$ cat src/rtl/lpmr_pkg.sv
// shared types and codes for the length-prefixed message ring
package lpmr_pkg;

   // request actions
   localparam logic [2:0] ACT_WR_START = 3'd0;
   localparam logic [2:0] ACT_WR_BYTE  = 3'd1;
   localparam logic [2:0] ACT_READ     = 3'd2;
   localparam logic [2:0] ACT_PEEK     = 3'd3;
   localparam logic [2:0] ACT_DISCARD  = 3'd4;
   localparam logic [2:0] ACT_CHECK    = 3'd5;

   // response status codes
   localparam logic [2:0] STAT_OK      = 3'd0;
   localparam logic [2:0] STAT_FULL    = 3'd1;
   localparam logic [2:0] STAT_EMPTY   = 3'd2;
   localparam logic [2:0] STAT_SMALL   = 3'd3;
   localparam logic [2:0] STAT_INVALID = 3'd4;

   // ring geometry
   localparam int HDR_BYTES    = 4;
   localparam int MIN_CAPACITY = 64;
   localparam int CSR_W        = 13;

   // sequencer states
   typedef enum logic [2:0] {
      S_IDLE,
      S_HDR_WR,
      S_HDR_RD,
      S_DECIDE,
      S_STREAM,
      S_RESP
   } state_type;

   // one response from the sequencer to the output register
   typedef struct packed {
      logic       load;
      logic [2:0] status;
      logic [7:0] data;
      logic [5:0] length;
      logic       last;
   } rsp_type;

endpackage

$ cat src/rtl/lpmr_ctrl.sv
// sequencer: ring pointers, header handling and byte streaming over the ring ram
module lpmr_ctrl #(
   parameter int RING_BYTES  = 4096,
   parameter int MAX_MSG_LEN = 32
) (
   input  logic                              clock,
   input  logic                              reset,
   input  logic                              csr_clear,
   input  logic [$clog2(RING_BYTES+1)-1:0]   capacity,
   input  logic                              req_valid,
   output logic                              req_stall,
   input  logic [2:0]                        req_action,
   input  logic [5:0]                        req_msg_length,
   input  logic [7:0]                        req_data_byte,
   input  logic [5:0]                        req_max_length,
   input  logic                              out_free,
   output lpmr_pkg::rsp_type                 rsp,
   output logic                              ram_wr_en,
   output logic [$clog2(RING_BYTES)-1:0]     ram_wr_addr,
   output logic [7:0]                        ram_wr_data,
   output logic                              ram_rd_en,
   output logic [$clog2(RING_BYTES)-1:0]     ram_rd_addr,
   input  logic [7:0]                        ram_rd_data
);

   localparam int PTR_W = $clog2(RING_BYTES);
   localparam int CAP_W = $clog2(RING_BYTES + 1);
   localparam int SUM_W = CAP_W + 1;
   localparam int LEN_W = (MAX_MSG_LEN < 2) ? 1 : $clog2(MAX_MSG_LEN + 1);
   localparam int OFF_W = $clog2(MAX_MSG_LEN + lpmr_pkg::HDR_BYTES + 1);
   localparam logic [OFF_W-1:0] HDR_OFF = OFF_W'(lpmr_pkg::HDR_BYTES);
   localparam logic [OFF_W-1:0] LAST_HDR_OFF = OFF_W'(lpmr_pkg::HDR_BYTES - 1);

   lpmr_pkg::state_type state_ff, state_in;
   logic [PTR_W-1:0] head_ff, head_in;
   logic [PTR_W-1:0] tail_ff, tail_in;
   logic [PTR_W-1:0] wp_ff, wp_in;
   logic [LEN_W-1:0] rem_ff, rem_in;
   logic             open_ff, open_in;
   logic [LEN_W-1:0] open_len_ff, open_len_in;
   logic [OFF_W-1:0] cnt_ff, cnt_in;
   logic [2:0]       act_ff, act_in;
   logic [5:0]       maxlen_ff, maxlen_in;
   logic [5:0]       mlen_ff, mlen_in;
   logic [7:0]       lo_ff, lo_in;
   logic             hi_nz_ff, hi_nz_in;
   logic [LEN_W-1:0] len_ff, len_in;
   logic [2:0]       pst_ff, pst_in;
   logic [5:0]       plen_ff, plen_in;

   logic             accept;
   logic [CAP_W-1:0] free_raw;
   logic [CAP_W-1:0] free_bytes;
   logic [SUM_W-1:0] need_bytes;
   logic             fits;
   logic             mlen_over;
   logic [LEN_W-1:0] len_c;

   // position plus offset, wrapped at the capacity
   function automatic logic [PTR_W-1:0] ring_add(input logic [PTR_W-1:0] pos,
                                                 input logic [OFF_W-1:0] n,
                                                 input logic [CAP_W-1:0] cap);
      logic [SUM_W-1:0] s;
      s = SUM_W'(pos) + SUM_W'(n);
      if (s >= SUM_W'(cap)) begin
         s = s - SUM_W'(cap);
      end
      return PTR_W'(s);
   endfunction

   // free space and fit test against the committed head
   always_comb begin
      if (tail_ff >= head_ff) begin
         free_raw = CAP_W'(tail_ff) - CAP_W'(head_ff);
      end else begin
         free_raw = capacity - CAP_W'(head_ff) + CAP_W'(tail_ff);
      end
      free_bytes = (free_raw == '0) ? capacity : free_raw;
      need_bytes = SUM_W'(req_msg_length) + SUM_W'(lpmr_pkg::HDR_BYTES + 1);
      fits       = SUM_W'(free_bytes) >= need_bytes;
      mlen_over  = 32'(req_msg_length) > MAX_MSG_LEN;
   end

   // stored length from the header bytes, saturated
   always_comb begin
      if (hi_nz_ff || (32'(lo_ff) > MAX_MSG_LEN)) begin
         len_c = LEN_W'(MAX_MSG_LEN);
      end else begin
         len_c = LEN_W'(lo_ff);
      end
   end

   assign req_stall = !((state_ff == lpmr_pkg::S_IDLE) && out_free);
   assign accept    = req_valid && !req_stall;

   // next state and outputs
   always_comb begin
      state_in    = state_ff;
      head_in     = head_ff;
      tail_in     = tail_ff;
      wp_in       = wp_ff;
      rem_in      = rem_ff;
      open_in     = open_ff;
      open_len_in = open_len_ff;
      cnt_in      = cnt_ff;
      act_in      = act_ff;
      maxlen_in   = maxlen_ff;
      mlen_in     = mlen_ff;
      lo_in       = lo_ff;
      hi_nz_in    = hi_nz_ff;
      len_in      = len_ff;
      pst_in      = pst_ff;
      plen_in     = plen_ff;

      rsp         = '0;
      rsp.last    = 1'b1;
      ram_wr_en   = 1'b0;
      ram_wr_addr = head_ff;
      ram_wr_data = 8'd0;
      ram_rd_en   = 1'b0;
      ram_rd_addr = tail_ff;

      case (state_ff)
         lpmr_pkg::S_IDLE: begin
            if (accept) begin
               case (req_action)
                  lpmr_pkg::ACT_WR_START: begin
                     if ((req_msg_length == 6'd0) || mlen_over) begin
                        rsp.load   = 1'b1;
                        rsp.status = lpmr_pkg::STAT_INVALID;
                     end else if (!fits) begin
                        rsp.load   = 1'b1;
                        rsp.status = lpmr_pkg::STAT_FULL;
                     end else begin
                        // low header byte now, the rest in S_HDR_WR
                        ram_wr_en   = 1'b1;
                        ram_wr_addr = head_ff;
                        ram_wr_data = 8'(req_msg_length);
                        mlen_in     = req_msg_length;
                        cnt_in      = OFF_W'(1);
                        state_in    = lpmr_pkg::S_HDR_WR;
                     end
                  end
                  lpmr_pkg::ACT_WR_BYTE: begin
                     rsp.load = 1'b1;
                     if (!open_ff) begin
                        rsp.status = lpmr_pkg::STAT_INVALID;
                     end else begin
                        rsp.status  = lpmr_pkg::STAT_OK;
                        ram_wr_en   = 1'b1;
                        ram_wr_addr = wp_ff;
                        ram_wr_data = req_data_byte;
                        wp_in       = ring_add(wp_ff, OFF_W'(1), capacity);
                        rem_in      = rem_ff - LEN_W'(1);
                        // last byte in: commit the message
                        if (rem_ff == LEN_W'(1)) begin
                           head_in = ring_add(head_ff, OFF_W'(open_len_ff) + HDR_OFF,
                                              capacity);
                           open_in = 1'b0;
                        end
                     end
                  end
                  lpmr_pkg::ACT_READ, lpmr_pkg::ACT_PEEK, lpmr_pkg::ACT_DISCARD: begin
                     if (tail_ff == head_ff) begin
                        rsp.load   = 1'b1;
                        rsp.status = (req_action == lpmr_pkg::ACT_DISCARD) ?
                                     lpmr_pkg::STAT_OK : lpmr_pkg::STAT_EMPTY;
                     end else begin
                        ram_rd_en   = 1'b1;
                        ram_rd_addr = tail_ff;
                        cnt_in      = OFF_W'(1);
                        act_in      = req_action;
                        maxlen_in   = req_max_length;
                        hi_nz_in    = 1'b0;
                        state_in    = lpmr_pkg::S_HDR_RD;
                     end
                  end
                  lpmr_pkg::ACT_CHECK: begin
                     rsp.load = 1'b1;
                     if (mlen_over) begin
                        rsp.status = lpmr_pkg::STAT_INVALID;
                     end else if (!fits) begin
                        rsp.status = lpmr_pkg::STAT_FULL;
                     end else begin
                        rsp.status = lpmr_pkg::STAT_OK;
                     end
                  end
                  default: begin
                     rsp.load   = 1'b1;
                     rsp.status = lpmr_pkg::STAT_INVALID;
                  end
               endcase
            end
         end

         // upper header bytes are zero
         lpmr_pkg::S_HDR_WR: begin
            ram_wr_en   = 1'b1;
            ram_wr_addr = ring_add(head_ff, cnt_ff, capacity);
            ram_wr_data = 8'd0;
            if (cnt_ff == LAST_HDR_OFF) begin
               wp_in       = ring_add(head_ff, HDR_OFF, capacity);
               rem_in      = LEN_W'(mlen_ff);
               open_len_in = LEN_W'(mlen_ff);
               open_in     = 1'b1;
               pst_in      = lpmr_pkg::STAT_OK;
               plen_in     = 6'd0;
               state_in    = lpmr_pkg::S_RESP;
            end else begin
               cnt_in = cnt_ff + OFF_W'(1);
            end
         end

         // collect header bytes, one read in flight
         lpmr_pkg::S_HDR_RD: begin
            if (cnt_ff == OFF_W'(1)) begin
               lo_in = ram_rd_data;
            end else if (ram_rd_data != 8'd0) begin
               hi_nz_in = 1'b1;
            end
            if (cnt_ff < HDR_OFF) begin
               ram_rd_en   = 1'b1;
               ram_rd_addr = ring_add(tail_ff, cnt_ff, capacity);
               cnt_in      = cnt_ff + OFF_W'(1);
            end else begin
               state_in = lpmr_pkg::S_DECIDE;
            end
         end

         lpmr_pkg::S_DECIDE: begin
            len_in = len_c;
            if (act_ff == lpmr_pkg::ACT_DISCARD) begin
               tail_in  = ring_add(tail_ff, OFF_W'(len_c) + HDR_OFF, capacity);
               pst_in   = lpmr_pkg::STAT_OK;
               plen_in  = 6'd0;
               state_in = lpmr_pkg::S_RESP;
            end else if (8'(len_c) > 8'(maxlen_ff)) begin
               pst_in   = lpmr_pkg::STAT_SMALL;
               plen_in  = 6'(len_c);
               state_in = lpmr_pkg::S_RESP;
            end else if (len_c == '0) begin
               // empty message: a read skips only the header
               if (act_ff == lpmr_pkg::ACT_READ) begin
                  tail_in = ring_add(tail_ff, HDR_OFF, capacity);
               end
               pst_in   = lpmr_pkg::STAT_OK;
               plen_in  = 6'd0;
               state_in = lpmr_pkg::S_RESP;
            end else begin
               ram_rd_en   = 1'b1;
               ram_rd_addr = ring_add(tail_ff, HDR_OFF, capacity);
               cnt_in      = HDR_OFF + OFF_W'(1);
               state_in    = lpmr_pkg::S_STREAM;
            end
         end

         // one data byte per cycle while the output drains
         lpmr_pkg::S_STREAM: begin
            if (out_free) begin
               rsp.load   = 1'b1;
               rsp.status = lpmr_pkg::STAT_OK;
               rsp.data   = ram_rd_data;
               rsp.length = 6'(len_ff);
               rsp.last   = (cnt_ff == OFF_W'(len_ff) + HDR_OFF);
               if (cnt_ff == OFF_W'(len_ff) + HDR_OFF) begin
                  if (act_ff == lpmr_pkg::ACT_READ) begin
                     tail_in = ring_add(tail_ff, OFF_W'(len_ff) + HDR_OFF, capacity);
                  end
                  state_in = lpmr_pkg::S_IDLE;
               end else begin
                  ram_rd_en   = 1'b1;
                  ram_rd_addr = ring_add(tail_ff, cnt_ff, capacity);
                  cnt_in      = cnt_ff + OFF_W'(1);
               end
            end
         end

         lpmr_pkg::S_RESP: begin
            if (out_free) begin
               rsp.load   = 1'b1;
               rsp.status = pst_ff;
               rsp.length = plen_ff;
               state_in   = lpmr_pkg::S_IDLE;
            end
         end

         default: begin
            state_in = lpmr_pkg::S_IDLE;
         end
      endcase

      // capacity write empties the ring
      if (csr_clear) begin
         head_in     = '0;
         tail_in     = '0;
         wp_in       = '0;
         rem_in      = '0;
         open_in     = 1'b0;
         open_len_in = '0;
      end
   end

   // control registers
   always_ff @(posedge clock) begin
      if (reset) begin
         state_ff    <= lpmr_pkg::S_IDLE;
         head_ff     <= '0;
         tail_ff     <= '0;
         wp_ff       <= '0;
         rem_ff      <= '0;
         open_ff     <= 1'b0;
         open_len_ff <= '0;
      end else begin
         state_ff    <= state_in;
         head_ff     <= head_in;
         tail_ff     <= tail_in;
         wp_ff       <= wp_in;
         rem_ff      <= rem_in;
         open_ff     <= open_in;
         open_len_ff <= open_len_in;
      end
   end

   // working registers of the current request
   always_ff @(posedge clock) begin
      cnt_ff    <= cnt_in;
      act_ff    <= act_in;
      maxlen_ff <= maxlen_in;
      mlen_ff   <= mlen_in;
      lo_ff     <= lo_in;
      hi_nz_ff  <= hi_nz_in;
      len_ff    <= len_in;
      pst_ff    <= pst_in;
      plen_ff   <= plen_in;
   end

endmodule

$ cat config.mk
export PLATFORM = sky130hd
export DESIGN_NAME = lpmr_ctrl
export DESIGN_NICKNAME = d
export VERILOG_FILES = /design/src/rtl/lpmr_pkg.sv /design/src/rtl/lpmr_ctrl.sv
export SDC_FILE = /design/constraint.sdc
export NUM_CORES = 1
export LEC_CHECK = 0
export BUFFER_PORTS_ARGS = -buffer_cell sky130_fd_sc_hd__buf_2
export CAP_MARGIN = 40
export CORE_MARGIN = 4
export CORE_UTILIZATION = 45
export DETAILED_ROUTE_END_ITERATION = 10
export PLACE_DENSITY = 0.65
export SLEW_MARGIN = 20
export SYNTH_ARGS = -nofsm -noshare
export SYNTH_HDL_FRONTEND = slang
export SYNTH_SLANG_ARGS = --single-unit
export TNS_END_PERCENT = 5
$ cat constraint.sdc
create_clock -name clock -period 12.4 [get_ports clock]
set_input_delay 2.48 -clock clock [delete_from_list [all_inputs] [get_ports clock]]
set_output_delay 2.48 -clock clock [all_outputs]
set_load 0.05 [all_outputs]
* Yosys cells after proc, flatten, opt, wreduce, memory -nomap -nowiden
Cells that the tools add are included.
** Cells by class
- Add/subtract/negate cells :: 25
- Order comparisons :: 14
- Equality and inequality tests :: 44
- Multiplexer cells :: 127
- Bitwise gates (word level) :: 2
- Reductions and logical operators :: 30
** Operators with widths (count)
- two-way mux 12 bit :: 28
- two-way mux 6 bit :: 23
- >= comparator 13 bit :: 8
- subtractor 12 bit :: 8
- one-hot mux 12 bit (2 select lines) :: 3
- adder 12 x 6 -> 13 bit :: 5
- one-hot mux 6 bit (2 select lines) :: 4
- two-way mux 3 bit :: 15
- one-hot mux 12 bit (3 select lines) :: 1
- != test 2 bit (second input constant) :: 17
- two-way mux 8 bit :: 4
- one-hot mux 6 bit (5 select lines) :: 1
- two-way mux 1 bit :: 28
- adder 12 x 3 -> 13 bit (second input constant) :: 2
- two-way mux 13 bit :: 2
- two-way mux 4 bit :: 5
- two-way mux 19 bit :: 1
- adder 6 x 3 -> 6 bit (second input constant) :: 3
- != test 3 bit (second input constant) :: 6
- one-hot mux 3 bit (6 select lines) :: 1
- one-hot mux 4 bit (4 select lines) :: 1
- one-hot mux 8 bit (2 select lines) :: 1
- equality test 3 x 2 -> 1 bit (second input constant) :: 5
- equality test 3 bit (second input constant) :: 5
- 46 further kinds :: 65
** Word-level totals
- Register bits :: 97
- Input bits :: 49

* Logic depth before layout (Yosys ltp)
Gate-level depths: netlist of run 1.
- Word-level depth :: 11
- Gate-level depth with buffers :: 24

* Least setup slack after synthesis of run 1
OpenSTA, ideal clock, no wires.
- Path type :: input to output
- Start :: input capacity[1]
- End :: output rsp[18] (netlist name)
- Arrival :: 8.050 ns
- Data required time :: 9.920 ns
- Setup slack :: 1.870 ns
- Cell stages on the path :: 23
- Path buffers :: 0
- Cells stage by stage :: inv_1 -> fa_1 -> inv_1 -> fa_1 -> a211oi_1 -> o21bai_1 -> a31oi_2 -> nor3b_1 -> o21ai_0 -> nand4bb_1 -> a211oi_2 -> nand3_1 -> o211a_1 -> ha_1 -> nand2b_1 -> a21o_1 -> a21o_1 -> a21o_1 -> a21oi_1 -> o21ai_0 -> a21oi_2 -> a21oi_1 -> o21ai_0
** RTL lines
- start: declaration :: RTL line lpmr_ctrl.sv:9 : input logic [$clog2(RING_BYTES+1)-1:0] capacity,
- end: declaration :: RTL line lpmr_ctrl.sv:17 : output lpmr_pkg::rsp_type rsp,

* Worst setup path in the final report of run 1
- Start :: input capacity[1]
- End :: output ram_wr_data[1]
** On the way
- Longest elaborated chain between the ends :: 11
** Ends and longest elaborated chain
- subtractor 13 x 12 -> 13 bit :: RTL line lpmr_ctrl.sv:76 : free_raw = capacity - CAP_W'(head_ff) + CAP_W'(tail_ff);
- adder 13 x 12 -> 13 bit :: RTL line lpmr_ctrl.sv:76
- two-way mux 13 bit :: RTL line lpmr_ctrl.sv:73 : if (tail_ff >= head_ff) begin
- zero test 13 bit :: RTL line lpmr_ctrl.sv:78 : free_bytes = (free_raw == '0) ? capacity : free_raw;
- two-way mux 13 bit (*) :: RTL line lpmr_ctrl.sv:78
- >= comparator 13 x 7 -> 1 bit (*) :: RTL line lpmr_ctrl.sv:80 : fits = SUM_W'(free_bytes) >= need_bytes;
- two-way mux 6 bit (*) :: RTL line lpmr_ctrl.sv:131 : end else if (!fits) begin
- two-way mux 6 bit (*) :: RTL line lpmr_ctrl.sv:128 : if ((req_msg_length == 6'd0) || mlen_over) begin
- one-hot mux 8 bit (2 select lines) (*) :: RTL line lpmr_ctrl.sv:126 : case (req_action)
- two-way mux 8 bit (*) :: RTL line lpmr_ctrl.sv:125 : if (accept) begin
- two-way mux 8 bit (*) :: RTL line lpmr_ctrl.sv:123 : case (state_ff)
- end: declaration :: RTL line lpmr_ctrl.sv:20 : output logic [7:0] ram_wr_data,
Mark *: on every way between the ends. The rest lies on a longest branch, timed or not.

==> impl_metrics.py, run 1 <==
metrics = {
    "outcome": {
        "outcome": "complete, no violations",
    },
    "clock_network": {
        "clkLatencyLatePin_ps": 370,
        "root_buffer": "clkbuf_16",
        "clkTransAtPathRegs_ps": 70,
        "cts_tree": "built",
        "ctsHoldBuffers": 0,
        "cts_made_buffers": 9,
        "postCtsSetupRepairBufs": 0,
        "cts_resized": 0,
        "cts_buffer_depth": 2,
        "clock_sinks": 95,
        "htree_levels": 3,
    },
    "placement": {
        "hpwl_um": 37500,
        "pre_cts_slack_ps": 1650,
        "port_buffers": 102,
        "place_congestion": 0.986,
    },
    "global_route": {
        "overflow": 0,
        "met3_usage_pct": 3.98,
        "antenna_found_initial": 0,
        "grt_pass1_wl_um": 75400,
        "top_usage_layer": "met2",
        "use_met2_pct": 41.3,
        "grt_use_total_pct": 26.7,
        "grtUsageMet1_pct": 38.6,
        "grt_pass1_vias": 13600,
        "grt_max_degree": 36,
    },
    "yosys": {
        "ys_ff_latch": 95,
        "ys_warn_count": 0,
        "muxShareOfSynthArea_pct": 4.07,
        "seq_area_frac_synth_pct": 16.1,
        "synth_nets": 2129,
        "async_reset_ff_share_pct": 0,
        "synth_top_family_by_area": "compound AO/OA/AOI/OAI gates",
        "ys.flop_type": "dfxtp_1",
        "synth_edf_count": 43,
        "syn_area_mm2": 0.0145,
        "syn_avg_cell_area_um2": 7.74,
        "synth_compound_area_share_pct": 24.5,
        "netlist-cell-type-count": 80,
        "synthSimpleGateAreaFrac_pct": 19.7,
        "synth_xor_area_share_pct": 10.8,
        "netlist_instances": 1870,
        "synthAdderAreaFrac_pct": 19.5,
    },
    "drt": {
        "drt-total-wl_um": 48600,
        "dr.pass1.iters": 5,
        "route.detailed.drc": 0,
        "drtAntennaViolNets": 0,
        "avgViaCountPerCell": 6.13,
        "avgRoutedWirePerCell_um": 20.6,
        "route.vias.total": 14500,
        "first_iter_violations": 1182,
    },
    "floorplan": {
        "die_x_um": 187,
        "fp.dieH_um": 187,
        "ios": 103,
        "fp-row-count": 65,
        "core_mm2": 0.0316,
        "die_area_mm2": 0.0351,
        "initial_core_util_pct": 45.7,
    },
    "layout": {
        "drive_gt1_share_pct": 9.86,
        "final_nets": 2211,
        "final_cell_mix": "ha_1 (184), a21oi_1 (161), nor2_1 (150), nand2_1 (148), inv_1 (136)",
        "final_common_cell": "ha_1",
        "area_delta_synth_final_pct": 9.10,
        "utilization_pct": 49.9,
        "diodes": 0,
    },
    "setup_path": {
        "path_class": "primary input to primary output",
        "start_kind": "primary input",
        "critPathArrivalTime_ps": 8330,
        "critPathRequiredTime_ps": 9920,
        "crit_fanout": 13,
        "reg2reg_slack_ps": 6020,
        "crit_path_end_kind": "primary output",
    },
    "hold_path": {
        "hold_path_class": "flip-flop to flip-flop",
    },
    "pwr": {
        "p_total_mw": 1.51,
        "vdd_drop_max_mv": 0.102,
        "powerDensity_mw_per_mm2": 95.7,
        "leakage_nw": 6.89,
    },
    "job": {
        "drv_cap": 0,
    },
    "sta": {
        "hold_violations": 0,
        "tightest_slew_ps": 833,
        "setup_viol": 0,
        "finalSetupTns_ps": 0,
        "slew_headroom_pct": 44.5,
        "fin_crit_ps": 10810,
        "clock_skew_ps": 9.20,
        "report.final.slew_viol_count": 0,
        "fmax_mhz": 92.5,
        "min_period_over_period_pct": 87.1,
        "setup_slack_ps": 1590,
        "rsz0062_at_grt": "false",
    },
}
## cells in the mapped netlist (all sizes together) (4+ instances only)
cell / instances / area [um^2]
a211o: 6 / 52.6
a211oi: 25 / 210
a21boi: 8 / 60.1
a21o: 46 / 345
a21oi: 162 / 815
a22o: 16 / 140
a22oi: 12 / 90.1
a31o: 6 / 52.6
a31oi: 15 / 100
and2: 13 / 81.3
and3: 32 / 200
buf: 12 / 60.1
clkbuf: 50 / 188
dfxtp: 52 / 1040
edfxtp: 43 / 1290
fa: 26 / 521
ha: 184 / 2300
inv: 136 / 510
mux2: 13 / 146
mux2i: 43 / 443
nand2: 148 / 556
nand2b: 19 / 119
nand3: 50 / 250
nand4: 24 / 150
nor2: 152 / 573
nor2b: 26 / 163
nor3: 53 / 265
nor3b: 5 / 37.5
nor4: 20 / 138
nor4b: 4 / 35.0
o211ai: 13 / 97.6
o21a: 21 / 158
o21ai: 117 / 586
o21bai: 17 / 128
o221ai: 21 / 184
o22ai: 10 / 62.6
o31a: 11 / 96.3
o31ai: 10 / 80.1
or2: 12 / 75.1
or3: 15 / 93.8
or4: 4 / 30.0
xnor2: 130 / 1140
xor2: 45 / 394
## worst max-delay path, cell delays in order
cell	delay (ps)
buf_2	200
inv_1	110
fa_1	540
inv_1	70
fa_1	450
a211oi_1	320
o21bai_1	170
a31oi_2	230
nor3b_1	210
o21ai_0	100
nand4bb_1	210
a211oi_2	670
nand2_1	290
o21ai_0	260
ha_1	170
a21o_1	110
a21o_1	110
a21o_1	100
a21oi_1	60
o21ai_0	270
a21oi_2	110
a211oi_4	600
a22o_1	220
buf_2	260
## area by class of cell
type | instances | area (um^2)
tap | 402 | 503
clock buffer | 9 | 225
clock inverter | 7 | 62.6
fill | 3147 | 15900
inverter | 138 | 518
timing repair buffer | 133 | 752
sequential | 95 | 2330
multi-input combinational | 1575 | 11400
## metrics by stage
step	hold slack, ps	std cells	cell area (um^2)
finish	473	2359	15800
global route	491	2359	15800
CTS	474	2358	15800
detailed placement	464	2342	15500
global placement	458	2339	15500
floorplan	440	1870	14500
## cells by family (layout without fill, tap and decap cells)
group	count (synthesis)	in the layout
XOR/XNOR	176	176
multiplexers	56	56
buffers and inverters	200	287
adder cells (fa/ha/maj)	210	210
flip-flops	95	95
AO/OA/AOI/OAI	546	546
AND/OR/NAND/NOR	587	587
## registers in the layout (all words and copies together) (netlist names)
name and count:
maxlen_ff 6, cnt_ff 6, rem_ff 6, open_len_ff 6
state_ff 3, len_ff 6, tail_ff 12, open_ff 1
pst_ff 1, head_ff 12, act_ff 3, hi_nz_ff 1
wp_ff 12, plen_ff 6, lo_ff 8, mlen_ff 6
## path summary, 6_finish.rpt
check	start	to	cells after the start
worst max-delay path	capacity[1]	ram_wr_data[1]	24
worst min-delay path	open_len_ff[5]	open_len_ff[5]	2
worst max register to register	tail_ff[6]	cnt_ff[2]	22
worst min register to register	open_len_ff[5]	open_len_ff[5]	2
## report_power, final
| group | total [mW] | switching [mW] | internal, mW |
|---|---|---|---|
| registers | 0.419 | 0.0546 | 0.364 |
| logic | 0.803 | 0.520 | 0.283 |
| clock network | 0.289 | 0.148 | 0.141 |
| total | 1.51 | 0.722 | 0.789 |
## per-layer routing
layer / part of all wire [%] / routed length (um)
met1: 46 / 22500
met2: 43 / 20700
met3: 8.6 / 4190
met4: 2.5 / 1220
met5: 0 / 0
Note: power is estimated with default switching activity, not from simulation.
==> run 2: changes to the inputs <==
--- a/config.mk
+++ b/config.mk
@@ -5,12 +5,13 @@
 export SDC_FILE = /design/constraint.sdc
 export NUM_CORES = 1
 export LEC_CHECK = 0
-export BUFFER_PORTS_ARGS = -buffer_cell sky130_fd_sc_hd__buf_2
 export CAP_MARGIN = 40
 export CORE_MARGIN = 4
-export CORE_UTILIZATION = 45
+export CORE_UTILIZATION = 65
+export CTS_CLUSTER_SIZE = 10
 export DETAILED_ROUTE_END_ITERATION = 10
-export PLACE_DENSITY = 0.65
+export DONT_BUFFER_PORTS = 1
+export PLACE_DENSITY = 0.84
 export SLEW_MARGIN = 20
 export SYNTH_ARGS = -nofsm -noshare
 export SYNTH_HDL_FRONTEND = slang
==> run 2 against run 1 <==
Net effect: utilization increased by 20 points; register-to-register slack got worse by 140 ps; cell count decreased by 8.8%; sequential cell count unchanged; first-iteration DRC count increased by 23%; total power decreased by 0.99%; clock skew increased by 0.51 ps; clock power increased by 3%; sequential power about the same; cell area decreased by 3.3%; die area decreased by 30%; critical path type unchanged.
==> impl_metrics.py, run 2 (synthesis results as in run 1) <==
metrics = {
    "clock_network": {
        "ctsHoldBuffers": 0,
        "clock_sinks": 95,
        "postCtsSetupRepairBufs": 0,
        "clkTransAtPathRegs_ps": 70,
        "root_buffer": "clkbuf_16",
        "cts_resized": 0,
        "htree_levels": 3,
        "cts_made_buffers": 9,
        "cts_tree": "built",
        "cts_buffer_depth": 2,
        "clkLatencyLatePin_ps": 370,
    },
    "floorplan": {
        "core_mm2": 0.0219,
        "fp.dieH_um": 157,
        "fp-row-count": 54,
        "initial_core_util_pct": 66.1,
        "die_x_um": 157,
        "ios": 103,
        "die_area_mm2": 0.0247,
    },
    "placement": {
        "placed_cells": 2136,
        "port_buffers": 0,
        "hpwl_um": 35800,
        "place_congestion": 1.03,
    },
    "layout": {
        "final_common_cell": "ha_1",
        "fin_cells": 2152,
        "final_cell_mix": "ha_1 (184), a21oi_1 (161), nor2_1 (150), nand2_1 (148), inv_1 (136)",
        "final_nets": 2126,
        "diodes": 0,
        "area_delta_synth_final_pct": 5.54,
        "drive_gt1_share_pct": 5.88,
        "final.fill_count": 1799,
        "largestRegisters": "head_ff x12, tail_ff x12, wp_ff x12",
    },
    "setup_path": {
        "r2r_cells": 22,
        "path_class": "primary input to primary output",
        "crit_path_end_kind": "primary output",
        "slowest_stage": "a211oi_2",
        "start_kind": "primary input",
        "max_stage_delay_ps": 670,
        "critPathRequiredTime_ps": 9920,
        "critPathArrivalTime_ps": 8210,
        "worstPathCellList": "inv_1 -> buf_4 -> fa_1 -> inv_1 -> ha_1 -> a211oi_1 -> o21bai_1 -> a31oi_2 -> nor3b_1 -> o21ai_0 -> nand4bb_1 -> a211oi_2 -> nand2_1 -> o21ai_0 -> ha_1 -> a21o_1 -> a21o_1 -> a21o_1 -> a21oi_1 -> o21ai_0 -> a21oi_2 -> a211oi_4 -> a22o_1",
        "reg2reg_slack_ps": 5880,
        "crit_fanout": 13,
    },
    "sta": {
        "clock_skew_ps": 9.71,
        "setup_viol": 0,
        "hold_violations": 0,
        "rsz0062_at_grt": "false",
        "slew_headroom_pct": 38.9,
        "fin_crit_ps": 10690,
        "report.final.slew_viol_count": 0,
        "fmax_mhz": 93.5,
        "tightest_slew_ps": 909,
        "min_period_over_period_pct": 86.2,
        "finalSetupTns_ps": 0,
    },
    "global_route": {
        "grt_use_total_pct": 36.9,
        "antenna_found_initial": 0,
        "grt_pass1_vias": 13800,
        "grt_max_degree": 36,
        "overflow": 0,
        "grt_pass1_wl_um": 72100,
    },
    "drt": {
        "drt-total-wl_um": 46200,
        "dr.pass1.iters": 6,
        "avgViaCountPerCell": 6.77,
        "first_iter_violations": 1454,
        "avgRoutedWirePerCell_um": 21.5,
        "route.detailed.drc": 0,
        "drtAntennaViolNets": 0,
        "route.vias.total": 14600,
    },
    "pwr": {
        "vdd_drop_max_mv": 0.158,
        "powerDensity_mw_per_mm2": 97.9,
        "p_total_mw": 1.50,
        "leakage_nw": 6.52,
    },
    "outcome": {
        "outcome": "complete, no violations",
    },
    "hold_path": {
        "holdPathStages": 2,
        "hold_path_class": "flip-flop to flip-flop",
    },
    "job": {
        "drv_cap": 0,
    },
}
-- run 2: cell types whose count changed in the layout (fill, tap and decap cells not counted), sizes merged --
cell,change
inv,+1
buf,-85
clkinvlp,-1
clkbuf,+2
clkinv,-2
-- run 2: path summary, 6_finish.rpt --
kind             startpoint              to
min reg2reg  open_len_ff[5]  open_len_ff[5]
max reg2reg      tail_ff[6]       cnt_ff[1]
max             capacity[2]  ram_wr_data[5]
min          open_len_ff[5]  open_len_ff[5]
-- run 2: final cells by class --
class	instances	area, um^2	area share [%]
Clock buffer	11	254	1.66
Multi-Input combinational cell	1575	11400	74.7
Clock inverter	5	46.3	0.303
Tap cell	280	350	2.29
Timing Repair Buffer	48	364	2.38
Sequential cell	95	2330	15.3
Inverter	138	518	3.39
-- run 2: stage by stage --
stage	cell area (um^2)	worst slack, ps	hold WS [ps]	util (%)
4_1_cts	15300	1820	473	69.8
2_1_floorplan	14500	1870	440	-
3_5_place_dp	15000	1860	463	68.4
3_3_place_gp	14800	1840	454	67.6
6_report	15300	1710	472	69.8
5_1_grt	15300	1390	503	69.8
-- run 2: report_power, final --
group / switching, mW / internal, mW / leakage (nW)
Combinational: 0.503 / 0.275 / 5.56
Sequential: 0.0561 / 0.364 / 0.806
Clock: 0.144 / 0.153 / 0.150
Total: 0.703 / 0.792 / 6.52
-- run 2: per-layer routing --
| layer | GRT usage (%) | wire length [um] | up-vias |
|---|---|---|---|
| met5 | 0 | 0 | - |
| met1 | 48.4 | 18400 | 6776 |
| met3 | 8.83 | 5720 | 172 |
| met4 | 14.6 | 2070 | 0 |
| li1 | - | - | 6820 |
| met2 | 58.6 | 20000 | 806 |
-- run 2: critical path, delay by kind of cell --
family / cells / cell delay, ps
simple gates: 3 / 690
buf+inv: 3 / 280
compound gates: 14 / 3660
fa+ha+maj: 3 / 1060
